===== src/hdl/sfda_pkg.sv =====
// Shared types and constants for the signed fixed-width decimal ASCII formatter.
// No dependencies.
package sfda_pkg;

  localparam int unsigned MaxDigitsDef = 5;
  localparam int unsigned DigitCountRst = 5;
  localparam int unsigned PaddrW = 2;

  localparam logic [6:0] CharMinus = 7'd45;
  localparam logic [6:0] CharZero  = 7'd48;

  // floor(m / 10) == (m * Recip10) >> Recip10Shift for every 32-bit m
  localparam logic [31:0] Recip10 = 32'hCCCC_CCCD;
  localparam int unsigned Recip10Shift = 35;

  typedef struct packed {
    logic       neg;
    logic [2:0] n;
  } item_ctl_t;

endpackage


===== src/hdl/sfda_serialiser.sv =====
// Holds one formatted value and sends it out one character per transaction.
// Depends on sfda_pkg.
module sfda_serialiser import sfda_pkg::*; #(
  parameter int unsigned MaxDigits = MaxDigitsDef
) (
  input  logic                      clk_i,
  input  logic                      rst_ni,
  input  logic                      in_valid_i,
  output logic                      in_ready_o,
  input  logic [MaxDigits-1:0][3:0] digits_i,
  input  item_ctl_t                 ctl_i,
  output logic                      out_valid_o,
  input  logic                      out_stall_i,
  output logic [6:0]                ascii_char_o,
  output logic                      last_char_o
);

  localparam int unsigned IdxW = (MaxDigits > 1) ? $clog2(MaxDigits) : 1;

  logic                      hold_valid_q;
  logic                      sign_q;
  logic [2:0]                cnt_q;
  logic [MaxDigits-1:0][3:0] digits_q;
  logic [3:0]                idx;
  logic [3:0]                cur_digit;
  logic                      last;
  logic                      fire;
  logic                      load;

  assign idx       = {1'b0, cnt_q - 3'd1};
  assign cur_digit = digits_q[idx[IdxW-1:0]];
  assign last      = !sign_q && (cnt_q == 3'd1);
  assign fire      = hold_valid_q && !out_stall_i;
  assign in_ready_o = !hold_valid_q || (fire && last);
  assign load      = in_valid_i && in_ready_o;

  always_ff @(posedge clk_i or negedge rst_ni) begin
    if (!rst_ni) begin
      hold_valid_q <= 1'b0;
      sign_q       <= 1'b0;
      cnt_q        <= 3'd0;
    end else if (load) begin
      hold_valid_q <= 1'b1;
      sign_q       <= ctl_i.neg;
      cnt_q        <= ctl_i.n;
    end else if (fire) begin
      if (sign_q) begin
        sign_q <= 1'b0;
      end else begin
        cnt_q <= cnt_q - 3'd1;
      end
      if (last) begin
        hold_valid_q <= 1'b0;
      end
    end
  end

  always_ff @(posedge clk_i) begin
    if (load) begin
      digits_q <= digits_i;
    end
  end

  assign out_valid_o  = hold_valid_q;
  assign ascii_char_o = sign_q ? CharMinus : (CharZero + {3'b000, cur_digit});
  assign last_char_o  = last;

  a_cnt_nonzero : assert property (@(posedge clk_i) disable iff (!rst_ni)
    hold_valid_q |-> (cnt_q != 3'd0) && (32'(cnt_q) <= MaxDigits))
    else $error("serialiser digit count out of range");

  a_digit_decimal : assert property (@(posedge clk_i) disable iff (!rst_ni)
    (hold_valid_q && !sign_q) |-> (cur_digit < 4'd10))
    else $error("serialiser digit not decimal");

  a_empty_after_last : assert property (@(posedge clk_i) disable iff (!rst_ni)
    (fire && last && !in_valid_i) |=> !hold_valid_q)
    else $error("value not released after its last character");

  a_sign_first : assert property (@(posedge clk_i) disable iff (!rst_ni)
    (fire && sign_q && !last) |=> (hold_valid_q && !sign_q && $stable(cnt_q)))
    else $error("digits did not follow the minus sign");

endmodule


===== config.mk =====
export PLATFORM = sky130hd
export DESIGN_NAME = sfda_serialiser
export DESIGN_NICKNAME = d
export VERILOG_FILES = /design/src/hdl/sfda_pkg.sv /design/src/hdl/sfda_serialiser.sv
export SDC_FILE = /design/constraint.sdc
export NUM_CORES = 1
export LEC_CHECK = 0
export BUFFER_PORTS_ARGS = -buffer_cell sky130_fd_sc_hd__buf_2
export CORE_AREA = 2 2 56 58
export DETAILED_ROUTE_END_ITERATION = 8
export DIE_AREA = 0 0 58 60
export PLACE_DENSITY = 0.77
export SLEW_MARGIN = 15
export SYNTH_ARGS = -nofsm -noshare
export SYNTH_HDL_FRONTEND = slang
export SYNTH_SLANG_ARGS = --single-unit

===== constraint.sdc =====
create_clock -name clk_i -period 1.6 [get_ports clk_i]
set_input_delay 0.16 -clock clk_i [delete_from_list [all_inputs] [get_ports clk_i]]
set_output_delay 0.16 -clock clk_i [all_outputs]
set_load 0.01 [all_outputs]

==> flow_metrics.py, run 1 <==
metrics = {
    "routing": {
        "firstDrtPassIters": 4,
        "drt_iter0_drc": 12,
        "ant_nets": 0,
        "viasPerCell": 4.87,
        "num_vias": 838,
        "detail_route.wirelength_um": 2640,
        "routedWlPerCell_um": 15.4,
        "drc": 0,
    },
    "worst_setup_path": {
        "start_kind": "register",
        "path_class": "reg2out",
        "crit_buf_inv": 3,
        "cp_slowest_stage_delay_ns": 0.41,
        "reg2reg_slack_ns": -0.34,
        "cp_data_required_time_ns": 1.44,
        "setup.worst_path.end_class": "output pin",
        "worstPathCellList": "inv_2 > ha_4 > buf_12 > a41oi_1 > o221ai_2 > buf_2",
        "crit_family": "compound AO/OA/AOI/OAI gates",
        "crit_slowest_cell": "dfrtp_1",
        "arrival_ns": 1.78,
        "crit_fanout": 11,
    },
    "synthesis": {
        "async_flop_share_pct": 20.0,
        "yosysUniqueCellTypes": 27,
        "yosys_warnings": 0,
        "ys_seq_elements": 25,
        "synth-edff-count": 20,
        "synth.top_cells.by_count": "20 x edfxtp_1, 10 x mux2i_1, 6 x inv_1",
        "synth-seq-area-share_pct": 61.0,
        "synth_ff_type": "edfxtp_1",
        "netlist.area_leader.share_pct": 50.5,
        "synth_area_um2": 1190,
        "synth_top_area_cell": "edfxtp_1",
        "synthTopCellsByArea": "edfxtp_1 50%, dfrtp_1 11%, mux2i_1 8.4%, mux2_4 3.8%, a41oi_1 2.2%",
        "synth_nets": 107,
        "synth_area_per_cell_um2": 15.5,
        "syn-instance-count": 77,
        "synth.most_common_cell": "edfxtp_1",
    },
    "die": {
        "io_pins": 38,
        "row_count": 20,
        "fp.dieArea_um2": 3480,
        "core-area_um2": 2900,
        "initial_core_util_pct": 41.0,
        "die_width_um": 58,
        "die-height_um": 60,
    },
    "place": {
        "numPortBuffers": 35,
        "globalplace.congestion": 0.750,
        "dpl_worst_slack_ns": -0.0327,
        "post-place-cells": 148,
        "hpwlAfterDp_um": 1700,
    },
    "pwr": {
        "power_w": 0.00333,
        "vdd_drop_max_uv": 1160,
        "leakage_nw": 0.754,
        "powerDensity_nw_per_um2": 1820,
    },
    "finish": {
        "diodes": 0,
        "layout.nets": 170,
        "fill_cells": 222,
        "area_delta_synth_final_pct": 53.8,
        "finalNonFillerCells": 172,
        "drive_gt1_share_pct": 56.8,
    },
    "timing": {
        "setup_viol": 29,
        "hold_slack_ns": 0.00969,
        "hold_viol": 0,
        "post-route-period-util_pct": 121,
        "drv_slew": 0,
        "finalSetupTns_ns": -8.81,
        "fmax_mhz": 516,
        "fin_skew_ns": 0.00134,
        "layout_min_cycle_time_ns": 1.94,
        "rsz0062_at_grt": "yes",
        "final.setup.worst_slack_ns": -0.339,
    },
    "cts": {
        "cts_buffers": 3,
        "cts_tree": "yes",
        "path_clk_slew_ns": 0.12,
        "clk_latency_ns": 0.31,
        "htree_levels": 1,
        "cts.sinks": 25,
        "cts_buffer_depth": 2,
        "cts_root_buffer": "clkbuf_4",
    },
    "outcome": {
        "violations": "setup timing",
        "status": "complete, but fails checks",
    },
    "global_routing": {
        "grt_max_degree": 21,
        "grt_pass1_vias": 792,
        "overflow": 0,
        "grt_usage_pct": 14.7,
        "grt_pass1_wl_um": 3680,
        "antenna_found_initial": 0,
    },
    "hold_path": {
        "hp-class": "in2reg",
    },
    "flow_run": {
        "cap_violations": 0,
    },
}
[layout make-up]
| cell class | count | area (um2) | share of cell area (%) |
|---|---|---|---|
| Clock buffer | 4 | 26.3 | 1.44 |
| Inverter | 6 | 26.3 | 1.44 |
| Multi-Input combinational cell | 41 | 513 | 28.0 |
| Sequential cell | 25 | 726 | 39.6 |
| Tap cell | 33 | 41.3 | 2.26 |
| Timing Repair Buffer | 63 | 498 | 27.2 |
[where the power goes]
part           internal (W)  switching [W]  total, W
Combinational       0.00120       0.000929   0.00213
Sequential         0.000832      0.0000907  0.000922
Clock             0.0000975       0.000177  0.000275
Total               0.00213        0.00120   0.00333
[sequential cells by signal, summed over array words and instances, names as in the netlist]
name         flops
cnt_q            3
digits_q        20
out_valid_o      1
sign_q           1
[per-stage QoR]
stage,area (um2),utilization [%]
final,1830,63.1
after global routing,1830,63.1
after CTS,1620,55.9
after detailed placement,1480,50.9
after global placement,1480,50.9
after floorplan,1220,-
[layout by cell type (no fill, tap or decap), types with 3 or more instances in the layout]
master,count
dlygate4sd3_1,11
o221ai_2,3
a41oi_1,3
mux2i_1,5
edfxtp_1,20
buf_2,34
buf_6,6
buf_4,8
mux2i_2,3
dfrtp_1,5
mux2_4,3
clkbuf_4,3
inv_1,3
[logic make-up (layout without fill, tap and decap cells)]
group           after synthesis  count (layout)  synth area share (%)
fa+ha+maj                     2               2                  2.10
flops                        25              25                  61.0
buf+inv                      11              73                  5.05
simple gates                 12              12                  9.25
compound gates                9               9                  6.94
other cells                   2               2                 0.631
mux                          13              13                  12.2
xor+xnor                      3               3                  2.84
[routing by layer]
metal / up-vias / global-route usage (%) / wire length [um] / part of all wire (%)
li1: 412 / - / - / -
met1: 382 / 17.3 / 1100 / 41
met2: 35 / 25.6 / 1370 / 52
met3: 9 / 3.25 / 107 / 4.0
met4: 0 / 6.98 / 68 / 2.6
met5: - / 0 / 0 / 0
[path summary, 6_finish.rpt]
path	startpoint	to	depth (start not counted)
max in group asynchronous	rst_ni	cnt_q[2]	2
worst max-delay path	cnt_q[0]	ascii_char_o[0]	6
worst max register to register	cnt_q[0]	digits_q[10]	8
min in group asynchronous	rst_ni	out_valid_o	2
worst min register to register	out_valid_o	out_valid_o	2
worst min-delay path	digits_i[5]	digits_q[5]	1
[what timing repair did]
action | in CTS | in global routing
gates resized for setup | 16 | 7
setup endpoints to repair | 28 | 30
buffers inserted | 4 | 3
gates cloned | 0 | 3
hold buffers | 1 | 10
pin swaps | 2 | 1
hold endpoints to repair | 5 | 10
Power figures use the tool's default switching activity.
==> run 2, diff against run 1 <==
Settings changed: TNS_END_PERCENT set to 30.
==> flow_metrics.py, run 2 (synthesis results as in run 1) <==
metrics = {
    "timing": {
        "fmax_mhz": 507,
        "hold_viol": 0,
        "rsz0062_at_grt": "yes",
        "hold_slack_ns": 0.00469,
        "setup_viol": 30,
        "fin_skew_ns": 0.00703,
        "post-route-period-util_pct": 123,
        "final.setup.worst_slack_ns": -0.372,
        "layout_min_cycle_time_ns": 1.97,
        "finalSetupTns_ns": -6.96,
        "drv_slew": 0,
    },
    "finish": {
        "area_delta_synth_final_pct": 58.9,
        "finish.utilization_pct": 65.1,
        "layout.nets": 177,
        "diodes": 0,
        "regMostFlops": "digits_q",
        "final_cell_mix": "33 x buf_2, 20 x edfxtp_1, 20 x dlygate4sd3_1",
        "largest_register_ffs": 20,
        "fill_cells": 210,
        "reg_top3": "digits_q: 20 flops, cnt_q: 3 flops",
        "finalNonFillerCells": 179,
        "layout_commonest_cell": "buf_2",
        "drive_gt1_share_pct": 52.7,
    },
    "hold_path": {
        "hp-start": "digits_i[1]",
        "hold_end": "digits_q[1]",
        "hp-class": "in2reg",
        "holdPathStages": 1,
    },
    "place": {
        "post-place-cells": 149,
        "globalplace.congestion": 0.801,
        "numPortBuffers": 35,
        "hpwlAfterDp_um": 1580,
    },
    "die": {
        "initial_core_util_pct": 41.0,
        "fp.dieArea_um2": 3480,
        "io_pins": 38,
        "die_width_um": 58,
        "row_count": 20,
        "die-height_um": 60,
        "core-area_um2": 2900,
    },
    "cts": {
        "htree_levels": 1,
        "cts_tree": "yes",
        "cts_buffers": 3,
        "clk_latency_ns": 0.32,
        "path_clk_slew_ns": 0.14,
        "cts.sinks": 25,
        "cts_root_buffer": "clkbuf_4",
        "cts_buffer_depth": 2,
    },
    "worst_setup_path": {
        "rr_worst_depth": 9,
        "crit_fanout": 4,
        "start_kind": "register",
        "path_class": "reg2out",
        "reg2reg_slack_ns": -0.25,
        "cp_data_required_time_ns": 1.44,
        "r2r-start": "cnt_q[1]",
        "setup.worst_path.end_class": "output pin",
        "arrival_ns": 1.81,
        "rr_endpoint": "digits_q[4]",
    },
    "routing": {
        "drc": 0,
        "num_vias": 879,
        "firstDrtPassIters": 4,
        "viasPerCell": 4.91,
        "ant_nets": 0,
        "detail_route.wirelength_um": 3020,
        "routedWlPerCell_um": 16.9,
        "drt_iter0_drc": 33,
    },
    "pwr": {
        "vdd_drop_max_uv": 1180,
        "p_int_w": 0.00218,
        "pwr-share-comb_pct": 64.7,
        "p_sw_share_pct": 37.0,
        "leakage_nw": 0.780,
        "p_clk_share_pct": 8.6,
        "switching_power_w": 0.00128,
        "p_seq_share_pct": 26.7,
        "power_w": 0.00346,
        "powerDensity_nw_per_um2": 1830,
    },
    "global_routing": {
        "grt_usage_pct": 18.3,
        "grt_pass1_wl_um": 4560,
        "overflow": 0,
        "antenna_found_initial": 0,
        "grt_pass1_vias": 946,
        "grt_max_degree": 16,
    },
    "flow_run": {
        "cap_violations": 0,
    },
    "outcome": {
        "violations": "setup timing",
        "status": "complete, but fails checks",
    },
}
==> run 2: changes by cell type in the layout (fill, tap and decap cells not counted) <==
cell	before	now
mux2i_1	5	6
buf_2	34	33
clkbuf_16	2	1
clkinvlp_4	1	2
mux2i_2	3	2
dlygate4sd3_1	11	20
clkbuf_1	1	0
==> run 2: worst max-delay path by stage <==
| stage | startpoint | to | slack (ns) | cells past startpoint |
|---|---|---|---|---|
| floorplan | cnt_q[0] | digits_q[0] | -0.09 | 4 |
| global placement | cnt_q[1] | ascii_char_o[1] | -0.03 | 6 |
| detailed placement | cnt_q[1] | ascii_char_o[1] | -0.06 | 6 |
| CTS | cnt_q[0] | ascii_char_o[1] | -0.28 | 6 |
| global route | cnt_q[0] | ascii_char_o[1] | -0.46 | 6 |
| finish | cnt_q[0] | ascii_char_o[1] | -0.37 | 6 |
==> run 2: layout make-up <==
type                       count  area [um2]  share of cell area (%)
timing repair buffer          70         558                    29.5
multi-input combinational     41         509                    26.9
tap                           33        41.3                    2.18
clock inverter                 1        7.51                   0.397
clock buffer                   3        22.5                    1.19
inverter                       6        26.3                    1.39
sequential                    25         726                    38.4
==> run 2: what timing repair did <==
item,in CTS,in global routing
buffers inserted,5,3
cloned,1,0
endpoints found under the setup margin,28,30
pin swaps,5,3
hold endpoints to repair,18,6
hold buffers,14,6
resized for setup,17,6
==> run 2: per-layer routing <==
metal  track usage (%)  vias to the layer above  wire (um)
met4              6.98                        0         29
met5                 0                        -          0
li1                  -                      423          -
met3              1.73                        4         98
met2              34.6                       24       1780
met1              21.4                      428       1120
==> run 2: stage by stage <==
step	instance area [um2]	setup slack, ns
final	1890	-0.372
after global routing	1890	-0.457
after CTS	1810	-0.285
after detailed placement	1500	-0.0570
after global placement	1500	-0.0273
after floorplan	1220	-0.0871
==> run 2: power groups by stage <==
stage	Sequential (W)	Clock, W	Combinational (W)
after global placement	0.000907	0	0.00162
after floorplan	0.000914	0	0.00106
after global routing	0.000938	0.000327	0.00237
final	0.000924	0.000298	0.00224
after detailed placement	0.000913	0	0.00165
after CTS	0.000917	0.000293	0.00205
==> run 2: worst max-delay path, stage by stage, from the launching register on <==
cell and delay, ns:
dfrtp_1 0.38, inv_2 0.06, ha_4 0.31, mux2i_1 0.21, nor3_1 0.08, o31a_1 0.32, buf_6 0.14
